**src/hw/rtl/imne_pkg.sv**
```systemverilog
// imne_pkg: widths, constants, ratio table and controller/datapath structs
// for the interval mask note expander. No dependencies.
package imne_pkg;

    // Design constants
    localparam int MAX_OCTAVES     = 4;
    localparam int RATIO_FRAC_BITS = 16;

    // Request field widths
    localparam int IN_MASK_W  = 16;
    localparam int IN_ROOT_W  = 24;
    localparam int IN_PITCH_W = 4;
    localparam int IN_NOCT_W  = 3;

    // Note field widths
    localparam int OUT_IDX_W   = 6;
    localparam int OUT_PITCH_W = 4;
    localparam int OUT_SEMI_W  = 6;
    localparam int OUT_FREQ_W  = 28;

    // Scan positions inside the mask
    localparam int POS_W = 4;
    localparam logic [POS_W-1:0] BIT_FIRST  = 4'd15;  // unison
    localparam logic [POS_W-1:0] BIT_REPEAT = 4'd14;  // first bit of later octaves
    localparam logic [POS_W-1:0] BIT_LAST   = 4'd3;   // octave
    localparam int SEMIS_PER_OCT = 12;

    localparam int OCT_W = (MAX_OCTAVES > 1) ? $clog2(MAX_OCTAVES) : 1;

    // Arithmetic widths
    localparam int RATIO_W   = RATIO_FRAC_BITS + 2;            // ratio up to 2.0
    localparam int PROD_W    = IN_ROOT_W + RATIO_W;
    localparam int SHIFT_EXT = MAX_OCTAVES + 2;                // octave shift headroom
    localparam int FULL_W    = PROD_W + SHIFT_EXT - RATIO_FRAC_BITS;
    localparam logic [OUT_FREQ_W-1:0] FREQ_MAX = {OUT_FREQ_W{1'b1}};

    // 2^(s/12) in Q24, rounded to nearest
    localparam int Q24_W = 26;
    localparam logic [Q24_W-1:0] RATIO_Q24 [13] = '{
        26'd16777216, 26'd17774841, 26'd18831788, 26'd19951585, 26'd21137968,
        26'd22394897, 26'd23726566, 26'd25137421, 26'd26632170, 26'd28215802,
        26'd29893600, 26'd31671166, 26'd33554432
    };

    // Q24 entry reduced to RATIO_FRAC_BITS, round half up
    function automatic logic [RATIO_W-1:0] ratio_at(input logic [POS_W-1:0] semi);
        logic [Q24_W+1:0] w;
        w = ({1'b0, RATIO_Q24[semi], 1'b0} >> (24 - RATIO_FRAC_BITS)) + (Q24_W+2)'(1);
        return w[RATIO_W:1];
    endfunction

    typedef enum logic [2:0] {
        ST_IDLE = 3'b001,
        ST_SCAN = 3'b010,
        ST_EMIT = 3'b100
    } t_state;

    typedef struct packed {
        logic             load_req;
        logic             capture;
        logic             load_out;
        logic [POS_W-1:0] pos;
        logic [OCT_W-1:0] oct;
    } t_dp_cmd;

    typedef struct packed {
        logic req_ok;       // incoming request yields at least one note
        logic bit_set;      // mask bit at cmd.pos is set
        logic more_oct;     // an octave follows cmd.oct
        logic out_free;     // output register can take a note
        logic last_pending; // captured note is the final one
    } t_dp_sts;

endpackage

```
**src/hw/rtl/imne_if.sv**
```systemverilog
// imne_if: valid/ready channel interfaces for requests and notes.
// Depends on imne_pkg.
interface imne_req_if
    import imne_pkg::*;
();
    logic                  valid;
    logic                  ready;
    logic [IN_MASK_W-1:0]  interval_mask;
    logic [IN_ROOT_W-1:0]  root_freq;
    logic [IN_PITCH_W-1:0] root_pitch;
    logic [IN_NOCT_W-1:0]  octave_count;

    modport source (output valid, interval_mask, root_freq, root_pitch, octave_count,
                    input ready);
    modport sink   (input valid, interval_mask, root_freq, root_pitch, octave_count,
                    output ready);
endinterface

interface imne_note_if
    import imne_pkg::*;
();
    logic                   valid;
    logic                   ready;
    logic [OUT_IDX_W-1:0]   note_index;
    logic [OUT_PITCH_W-1:0] pitch_class;
    logic [OUT_SEMI_W-1:0]  semitone_above_root;
    logic [OUT_FREQ_W-1:0]  note_freq;
    logic                   last_note;

    modport source (output valid, note_index, pitch_class, semitone_above_root,
                    note_freq, last_note, input ready);
    modport sink   (input valid, note_index, pitch_class, semitone_above_root,
                    note_freq, last_note, output ready);
endinterface

```
**src/hw/rtl/imne_ctrl.sv**
```systemverilog
// imne_ctrl: scan sequencer (mask bit position, octave) for the note expander.
// Depends on imne_pkg; drives imne_dp through t_dp_cmd.
module imne_ctrl
    import imne_pkg::*;
(
    input  logic    i_clk,
    input  logic    i_rst_n,
    input  logic    i_req_valid,
    output logic    o_req_ready,
    input  t_dp_sts i_sts,
    output t_dp_cmd o_cmd
);

    t_state           r_state, n_state;
    logic [POS_W-1:0] r_pos, n_pos;
    logic [OCT_W-1:0] r_oct, n_oct;

    logic             w_adv_done;
    logic [POS_W-1:0] w_adv_pos;
    logic [OCT_W-1:0] w_adv_oct;

    // next scan position: down one bit, or wrap into the next octave
    always_comb begin
        w_adv_done = (r_pos == BIT_LAST) && !i_sts.more_oct;
        if (r_pos == BIT_LAST) begin
            w_adv_pos = BIT_REPEAT;
            w_adv_oct = r_oct + OCT_W'(1);
        end else begin
            w_adv_pos = r_pos - POS_W'(1);
            w_adv_oct = r_oct;
        end
    end

    always_comb begin
        n_state        = r_state;
        n_pos          = r_pos;
        n_oct          = r_oct;
        o_cmd          = '0;
        o_cmd.pos      = r_pos;
        o_cmd.oct      = r_oct;
        o_req_ready    = (r_state == ST_IDLE);
        unique case (r_state)
            ST_IDLE: begin
                if (i_req_valid) begin
                    o_cmd.load_req = 1'b1;
                    if (i_sts.req_ok) begin
                        n_state = ST_SCAN;
                        n_pos   = BIT_FIRST;
                        n_oct   = '0;
                    end
                end
            end
            ST_SCAN: begin
                if (i_sts.bit_set) begin
                    o_cmd.capture = 1'b1;
                    n_state       = ST_EMIT;
                end else if (w_adv_done) begin
                    n_state = ST_IDLE;
                end else begin
                    n_pos = w_adv_pos;
                    n_oct = w_adv_oct;
                end
            end
            ST_EMIT: begin
                if (i_sts.out_free) begin
                    o_cmd.load_out = 1'b1;
                    if (i_sts.last_pending || w_adv_done) begin
                        n_state = ST_IDLE;
                    end else begin
                        n_state = ST_SCAN;
                        n_pos   = w_adv_pos;
                        n_oct   = w_adv_oct;
                    end
                end
            end
            default: n_state = ST_IDLE;
        endcase
    end

    always_ff @(posedge i_clk) begin
        if (!i_rst_n) begin
            r_state <= ST_IDLE;
            r_pos   <= '0;
            r_oct   <= '0;
        end else begin
            r_state <= n_state;
            r_pos   <= n_pos;
            r_oct   <= n_oct;
        end
    end

    a_emit_holds: assert property (@(posedge i_clk) disable iff (!i_rst_n)
        (r_state == ST_EMIT && !i_sts.out_free) |=> (r_state == ST_EMIT))
        else $error("note dropped while output stalled");

    a_scan_range: assert property (@(posedge i_clk) disable iff (!i_rst_n)
        (r_state == ST_SCAN) |-> (r_pos >= BIT_LAST))
        else $error("scan position below octave bit");

    a_empty_req: assert property (@(posedge i_clk) disable iff (!i_rst_n)
        (r_state == ST_IDLE && i_req_valid && !i_sts.req_ok) |=> (r_state == ST_IDLE))
        else $error("empty request started a scan");

endmodule

```
**src/hw/rtl/imne_dp.sv**
```systemverilog
// imne_dp: request registers, ratio multiply and note output register.
// Depends on imne_pkg; commanded by imne_ctrl.
module imne_dp
    import imne_pkg::*;
(
    input  logic                   i_clk,
    input  logic                   i_rst_n,
    input  t_dp_cmd                i_cmd,
    output t_dp_sts                o_sts,
    input  logic [IN_MASK_W-1:0]   i_interval_mask,
    input  logic [IN_ROOT_W-1:0]   i_root_freq,
    input  logic [IN_PITCH_W-1:0]  i_root_pitch,
    input  logic [IN_NOCT_W-1:0]   i_octave_count,
    output logic                   o_valid,
    input  logic                   i_ready,
    output logic [OUT_IDX_W-1:0]   o_note_index,
    output logic [OUT_PITCH_W-1:0] o_pitch_class,
    output logic [OUT_SEMI_W-1:0]  o_semitone_above_root,
    output logic [OUT_FREQ_W-1:0]  o_note_freq,
    output logic                   o_last_note
);

    // request
    logic [IN_MASK_W-1:0]   r_mask;
    logic [IN_ROOT_W-1:0]   r_root;
    logic [IN_PITCH_W-1:0]  r_pitch;
    logic [IN_NOCT_W-1:0]   r_noct;
    logic [OUT_IDX_W-1:0]   r_idx;
    // capture stage
    logic [PROD_W-1:0]      r_prod;
    logic [OCT_W-1:0]       r_c_oct;
    logic [OUT_PITCH_W-1:0] r_c_pitch;
    logic [OUT_SEMI_W-1:0]  r_c_semi;
    logic                   r_c_last;
    // output register
    logic                   r_out_valid;
    logic [OUT_IDX_W-1:0]   r_o_idx;
    logic [OUT_PITCH_W-1:0] r_o_pitch;
    logic [OUT_SEMI_W-1:0]  r_o_semi;
    logic [OUT_FREQ_W-1:0]  r_o_freq;
    logic                   r_o_last;

    logic [POS_W-1:0]          w_semi;
    logic [RATIO_W-1:0]        w_ratio;
    logic [PROD_W-1:0]         w_prod;
    logic [4:0]                w_psum;
    logic [OUT_PITCH_W-1:0]    w_pclass;
    logic                      w_rem_cur;
    logic                      w_any_later;
    logic [PROD_W+SHIFT_EXT-1:0] w_shift;
    logic [FULL_W-1:0]         w_full;
    logic [OUT_FREQ_W-1:0]     w_freq;
    logic                      w_out_free;

    assign w_semi  = BIT_FIRST - i_cmd.pos;
    assign w_ratio = ratio_at(w_semi);
    assign w_prod  = {{RATIO_W{1'b0}}, r_root} * {{IN_ROOT_W{1'b0}}, w_ratio};

    // (root + s) mod 12, sum stays below 36
    always_comb begin
        w_psum = 5'(r_pitch) + 5'(w_semi);
        if (w_psum >= 5'(2 * SEMIS_PER_OCT)) begin
            w_pclass = OUT_PITCH_W'(w_psum - 5'(2 * SEMIS_PER_OCT));
        end else if (w_psum >= 5'(SEMIS_PER_OCT)) begin
            w_pclass = OUT_PITCH_W'(w_psum - 5'(SEMIS_PER_OCT));
        end else begin
            w_pclass = OUT_PITCH_W'(w_psum);
        end
    end

    // set bits left below the current position in this octave
    always_comb begin
        w_rem_cur = 1'b0;
        for (int i = int'(BIT_LAST); i < int'(BIT_FIRST); i++) begin
            if (POS_W'(i) < i_cmd.pos && r_mask[i]) begin
                w_rem_cur = 1'b1;
            end
        end
    end

    assign w_any_later = |r_mask[BIT_REPEAT:BIT_LAST];

    assign o_sts.req_ok       = (|i_interval_mask[BIT_FIRST:BIT_LAST]) &&
                                (i_octave_count != '0);
    assign o_sts.bit_set      = r_mask[i_cmd.pos];
    assign o_sts.more_oct     = (IN_NOCT_W'(i_cmd.oct) + IN_NOCT_W'(1)) < r_noct;
    assign w_out_free         = !r_out_valid || i_ready;
    assign o_sts.out_free     = w_out_free;
    assign o_sts.last_pending = r_c_last;

    // octave shift, drop fraction, saturate
    assign w_shift = {{SHIFT_EXT{1'b0}}, r_prod} << r_c_oct;
    assign w_full  = w_shift[PROD_W+SHIFT_EXT-1:RATIO_FRAC_BITS];
    assign w_freq  = (|w_full[FULL_W-1:OUT_FREQ_W]) ? FREQ_MAX : w_full[OUT_FREQ_W-1:0];

    always_ff @(posedge i_clk) begin
        if (i_cmd.load_req) begin
            r_mask  <= i_interval_mask;
            r_root  <= i_root_freq;
            r_pitch <= i_root_pitch;
            r_noct  <= (i_octave_count > IN_NOCT_W'(MAX_OCTAVES)) ?
                       IN_NOCT_W'(MAX_OCTAVES) : i_octave_count;
        end
        if (i_cmd.capture) begin
            r_prod    <= w_prod;
            r_c_oct   <= i_cmd.oct;
            r_c_pitch <= w_pclass;
            r_c_semi  <= OUT_SEMI_W'(i_cmd.oct) * OUT_SEMI_W'(SEMIS_PER_OCT) +
                         OUT_SEMI_W'(w_semi);
            r_c_last  <= !(w_rem_cur || (o_sts.more_oct && w_any_later));
        end
        if (i_cmd.load_out) begin
            r_o_idx   <= r_idx;
            r_o_pitch <= r_c_pitch;
            r_o_semi  <= r_c_semi;
            r_o_freq  <= w_freq;
            r_o_last  <= r_c_last;
        end
    end

    always_ff @(posedge i_clk) begin
        if (!i_rst_n) begin
            r_out_valid <= 1'b0;
            r_idx       <= '0;
        end else begin
            if (i_cmd.load_out) begin
                r_out_valid <= 1'b1;
            end else if (i_ready) begin
                r_out_valid <= 1'b0;
            end
            if (i_cmd.load_req) begin
                r_idx <= '0;
            end else if (i_cmd.load_out) begin
                r_idx <= r_idx + OUT_IDX_W'(1);
            end
        end
    end

    assign o_valid               = r_out_valid;
    assign o_note_index          = r_o_idx;
    assign o_pitch_class         = r_o_pitch;
    assign o_semitone_above_root = r_o_semi;
    assign o_note_freq           = r_o_freq;
    assign o_last_note           = r_o_last;

    a_capture_set: assert property (@(posedge i_clk) disable iff (!i_rst_n)
        i_cmd.capture |-> r_mask[i_cmd.pos])
        else $error("capture on a clear mask bit");

    a_last_shown: assert property (@(posedge i_clk) disable iff (!i_rst_n)
        (i_cmd.load_out && r_c_last) |=> (r_out_valid && r_o_last))
        else $error("final note not presented");

    a_out_stable: assert property (@(posedge i_clk) disable iff (!i_rst_n)
        (r_out_valid && !i_ready) |=> (r_out_valid && $stable(r_o_freq) &&
                                       $stable(r_o_idx) && $stable(r_o_last)))
        else $error("stalled note changed");

endmodule

```
**src/hw/rtl/interval_mask_note_expander.sv**
```systemverilog
// interval_mask_note_expander: top level, expands an interval mask request
// into notes. Depends on imne_pkg, imne_if, imne_ctrl, imne_dp.
//
//  channel  dir  handshake            payload
//  i_req    in   valid/ready (sink)   interval_mask, root_freq, root_pitch,
//                                     octave_count
//  o_note   out  valid/ready (source) note_index, pitch_class,
//                                     semitone_above_root, note_freq, last_note
//
// A request is taken while idle; the scan then covers one mask position per cycle
// (13 in the first octave, 12 in each later one), except that each note adds an
// emit step for the root-times-ratio result, held while o_note is stalled.
// i_clk is the only clock; i_rst_n is synchronous, active low, and leaves the
// block idle with no note pending. A stalled o_note holds the scan on the
// note being emitted; the next request is taken as soon as the last note of
// the current one sits in the output register.
module interval_mask_note_expander
    import imne_pkg::*;
(
    input  logic       i_clk,
    input  logic       i_rst_n,
    imne_req_if.sink   i_req,
    imne_note_if.source o_note
);

    t_dp_cmd w_cmd;
    t_dp_sts w_sts;
    logic    w_req_ready;

    // sequencer: walks the mask bit by bit across the octaves
    imne_ctrl u_ctrl (
        .i_clk       (i_clk),
        .i_rst_n     (i_rst_n),
        .i_req_valid (i_req.valid),
        .o_req_ready (w_req_ready),
        .i_sts       (w_sts),
        .o_cmd       (w_cmd)
    );

    assign i_req.ready = w_req_ready;

    // datapath: holds the request, multiplies, shifts and presents notes
    imne_dp u_dp (
        .i_clk                 (i_clk),
        .i_rst_n               (i_rst_n),
        .i_cmd                 (w_cmd),
        .o_sts                 (w_sts),
        .i_interval_mask       (i_req.interval_mask),
        .i_root_freq           (i_req.root_freq),
        .i_root_pitch          (i_req.root_pitch),
        .i_octave_count        (i_req.octave_count),
        .o_valid               (o_note.valid),
        .i_ready               (o_note.ready),
        .o_note_index          (o_note.note_index),
        .o_pitch_class         (o_note.pitch_class),
        .o_semitone_above_root (o_note.semitone_above_root),
        .o_note_freq           (o_note.note_freq),
        .o_last_note           (o_note.last_note)
    );

endmodule
```
**src/flat_wrapper.sv**
```systemverilog
// flat-port wrapper written by rule: the top's interface ports become plain ports
module interval_mask_note_expander_flat import imne_pkg::*;
  (i_clk, i_rst_n, i_req_valid, i_req_interval_mask, i_req_root_freq, i_req_root_pitch, i_req_octave_count, i_req_ready, o_note_valid, o_note_note_index, o_note_pitch_class, o_note_semitone_above_root, o_note_note_freq, o_note_last_note, o_note_ready);
  imne_req_if i_req_i ();
  imne_note_if o_note_i ();
  input  logic i_clk;
  input  logic i_rst_n;
  input wire logic [$bits(i_req_i.valid)-1:0] i_req_valid;
  input wire logic [$bits(i_req_i.interval_mask)-1:0] i_req_interval_mask;
  input wire logic [$bits(i_req_i.root_freq)-1:0] i_req_root_freq;
  input wire logic [$bits(i_req_i.root_pitch)-1:0] i_req_root_pitch;
  input wire logic [$bits(i_req_i.octave_count)-1:0] i_req_octave_count;
  output wire logic [$bits(i_req_i.ready)-1:0] i_req_ready;
  output wire logic [$bits(o_note_i.valid)-1:0] o_note_valid;
  output wire logic [$bits(o_note_i.note_index)-1:0] o_note_note_index;
  output wire logic [$bits(o_note_i.pitch_class)-1:0] o_note_pitch_class;
  output wire logic [$bits(o_note_i.semitone_above_root)-1:0] o_note_semitone_above_root;
  output wire logic [$bits(o_note_i.note_freq)-1:0] o_note_note_freq;
  output wire logic [$bits(o_note_i.last_note)-1:0] o_note_last_note;
  input wire logic [$bits(o_note_i.ready)-1:0] o_note_ready;
  assign i_req_i.valid = i_req_valid;
  assign i_req_i.interval_mask = i_req_interval_mask;
  assign i_req_i.root_freq = i_req_root_freq;
  assign i_req_i.root_pitch = i_req_root_pitch;
  assign i_req_i.octave_count = i_req_octave_count;
  assign i_req_ready = i_req_i.ready;
  assign o_note_valid = o_note_i.valid;
  assign o_note_note_index = o_note_i.note_index;
  assign o_note_pitch_class = o_note_i.pitch_class;
  assign o_note_semitone_above_root = o_note_i.semitone_above_root;
  assign o_note_note_freq = o_note_i.note_freq;
  assign o_note_last_note = o_note_i.last_note;
  assign o_note_i.ready = o_note_ready;
  interval_mask_note_expander u_core (.i_clk(i_clk), .i_rst_n(i_rst_n), .i_req(i_req_i), .o_note(o_note_i));
endmodule
```
**config.mk**
```make
export PLATFORM = sky130hd
export DESIGN_NAME = interval_mask_note_expander_flat
export DESIGN_NICKNAME = d
export VERILOG_FILES = /design/src/hw/rtl/imne_pkg.sv /design/src/hw/rtl/imne_if.sv /design/src/hw/rtl/imne_ctrl.sv /design/src/hw/rtl/imne_dp.sv /design/src/hw/rtl/interval_mask_note_expander.sv /design/src/flat_wrapper.sv
export SDC_FILE = /design/constraint.sdc
export NUM_CORES = 1
export LEC_CHECK = 0
export ABC_AREA = 1
export ABC_CLOCK_PERIOD_IN_PS = 18500
export BUFFER_PORTS_ARGS = -buffer_cell sky130_fd_sc_hd__buf_4
export CORE_AREA = 4 4 169 253
export DETAILED_ROUTE_END_ITERATION = 10
export DIE_AREA = 0 0 173 257
export GPL_TIMING_DRIVEN = 0
export PLACE_DENSITY = 0.8
export SLEW_MARGIN = 20
export SYNTH_ARGS = -nofsm -noshare
export SYNTH_HDL_FRONTEND = slang
export SYNTH_SLANG_ARGS = --single-unit
export TNS_END_PERCENT = 50
```
**constraint.sdc**
```tcl
create_clock -name i_clk -period 18.5 [get_ports i_clk]
set_input_delay 0 -clock i_clk [delete_from_list [all_inputs] [get_ports i_clk]]
set_output_delay 0 -clock i_clk [all_outputs]
set_load 0.02 [all_outputs]
```
==> impl_metrics.tcl <==
set metrics [dict create \
    max_cap_violations 0 \
    h-tree-depth 4 \
    rows 91 \
    clock_latency_ps 470 \
    crit_buf_inv 10 \
    hold_path_class "in -> reg" \
    cts_root_buf "clkbuf_16" \
    cp.arrival_ps 9290 \
    final_cell_mix "inv_1, nand2_1, fa_1" \
    clockBufferDepth 2 \
    place_congestion 0.9910 \
    syn-num-nets 3008 \
    layout-drive-gt1-share 0.07472 \
    fmax_mhz 109.8 \
    hold_slack_ps 144.4 \
    dp_hpwl_um 50860 \
    min_period_ps 9106 \
    port_buffers 97 \
    status "finished, final reports clean" \
    antenna_found_initial 0 \
    critPathRequiredTime_ps 18690 \
    layout_commonest_cell "inv_1" \
    synth_seq_cells 150 \
    dr.pass1.iters 6 \
    drc_errors 0 \
    cpPeakStageDelay_ps 620 \
    syn_area_per_cell_sq_um 8.484 \
    grt_max_degree 38 \
    slew_headroom 0.3887 \
    cts.sinks 150 \
    path_common_cell "inv_1" \
    wire_per_inst_um 19.29 \
    postCtsSetupRepairBufs 0 \
    period_share 0.4922 \
    critPathLaunchType "flip-flop" \
    start_util 0.5137 \
    nets 3177 \
    rsz0062_at_grt "no" \
    die_y_um 257 \
    tightestPinTransition_ps 910.9 \
    area_growth_pct 12.24 \
    antenna_left 0 \
    cts-buffers-inserted 17 \
    setup_viol 0 \
    die_x_um 173 \
    end_kind "flip-flop" \
    cp_top_family "adder cells" \
    setup_tns_ps 0 \
    yosysUniqueCellTypes 48 \
    grt_pass1_vias 18097 \
    timing_hold_violations_final 0 \
    core_sq_um 40760 \
    netlist_area_sq_um 20940 \
    slowest_stage "fa_1" \
    synth_cells 2468 \
    path_class "reg -> reg" \
    vias 17088 \
    yosysWarnings 0 \
    cp_max_fo 14 \
    first_iter_violations 1199 \
    dp_slack_ps 9560 \
    slew_viol_final 0 \
    n_antenna_cell 0 \
    skew_ps 20.16 \
    setup_ws_ps 9394 \
    cts_tree "yes" \
    wl_um 60990 \
    dieArea_sq_um 44460 \
    routed_via_density 5.406 \
    grt_pass1_wl_um 96220 \
    n_fill_cell 3628 \
    clk_pin_slew_ps 70 \
    overflow 0 \
    grt_usage 0.2785 \
    ys_seq_area_frac 0.2075 \
    io_pins 98 \
]
==> routing by layer <==
metal  share of wire  track usage
met1            0.36       0.3160
met5               0            0
met4           0.083       0.1919
met2            0.50       0.4848
met3           0.060      0.03982
==> sequential cells by signal, indices dropped and copies added, names as in the netlist, 3 cells and up <==
register and flops:
u_core.u_dp.r_pitch 4, u_core.u_dp.r_root 24, u_core.u_dp.o_note_index 6, u_core.u_dp.r_c_semi 6, u_core.u_dp.r_mask 16, u_core.u_dp.o_pitch_class 4
u_core.u_ctrl.r_state 3, u_core.u_dp.o_semitone_above_root 6, u_core.u_ctrl.r_pos 4, u_core.u_dp.o_note_freq 28, u_core.u_dp.r_prod 29, u_core.u_dp.r_noct 3
u_core.u_dp.r_c_pitch 4, u_core.u_dp.r_idx 6
==> path summary, 6_finish.rpt <==
check	slack (ps)	depth (start not counted)	start	to
worst max register to register	9390	34	u_core.u_ctrl.r_pos[0]	u_core.u_dp.r_prod[39]
worst max-delay path	9390	34	u_core.u_ctrl.r_pos[0]	u_core.u_dp.r_prod[39]
worst min-delay path	140	3	i_req_valid	u_core.u_dp.r_mask[5]
worst min register to register	420	0	u_core.u_dp.r_c_pitch[1]	u_core.u_dp.o_pitch_class[1]
==> worst register-to-register path: cells and delay by family, from the launching register on <==
kind	cells	cell delay, ps
AOI/OAI and AO/OA	5	1230
and+or+nand+nor	9	1310
buffers and inverters	10	1530
DFF	1	420
adders and majority gates	10	4320
==> kinds of logic (layout without fill, tap and decap cells) <==
group / count (synthesis) / after routing / share of synthesized area
xor gates and xnor gates: 27 / 27 / 0.01129
adders and majority gates: 489 / 489 / 0.4184
muxes: 25 / 25 / 0.01195
DFF: 150 / 150 / 0.2075
and+or+nand+nor: 906 / 906 / 0.1751
buffers and inverters: 699 / 881 / 0.1275
AOI/OAI and AO/OA: 172 / 172 / 0.04822
==> synth_stat cells (all sizes together) <==
cell type,number,area share
inv,612,0.11
nand2,521,0.094
fa,352,0.34
nor2,251,0.047
ha,137,0.082
edfxtp,134,0.19
nand3,92,0.022
a21oi,68,0.016
clkbuf,57,0.010
o21ai,50,0.012
buf,26,0.0068
mux2i,25,0.012
a22oi,24,0.0086
xor2,19,0.0079
dfxtp,16,0.015
nor3,16,0.0044
nand4,12,0.0036
xnor2,8,0.0033
o21bai,7,0.0025
o21a,6,0.0022
nor4,5,0.0018
or2,5,0.0015
a31oi,4,0.0012
clkinv,4,0.00072
a21o,3,0.0011
a32oi,3,0.0013
nor3b,3,0.0011
a211oi,1,0.00036
a221oi,1,0.00042
a41oi,1,0.00042
and3,1,0.00030
o2111ai,1,0.00042
o211ai,1,0.00036
o22ai,1,0.00030
o32ai,1,0.00042
==> metrics by stage <==
step	util	instances	instance area, sq um
global placement	0.5472	3076	22310
floorplan	-	2468	20940
detailed placement	0.5491	3079	22380
finish	0.5766	3161	23500
global route	0.5766	3161	23500
CTS	0.5766	3161	23500
==> layout make-up <==
type	instances	area (sq um)	share of cell area
Multi-Input combinational cell	1619	13940	0.5931
Sequential cell	150	4344	0.1848
Inverter	616	2312	0.09839
Timing Repair Buffer	150	1289	0.05484
Tap cell	511	639.4	0.02721
Clock buffer	18	450.4	0.01917
Buffer	83	357.8	0.01523
Clock inverter	14	168.9	0.007187
==> repair_timing <==
action	4_1_cts	5_1_grt
resized for setup	0	0
endpoints found under the hold margin	57	0
hold buffers	50	0
Power is not shown: default switching activity piles up to over one toggle a cycle in this logic, so the estimate is an artifact.
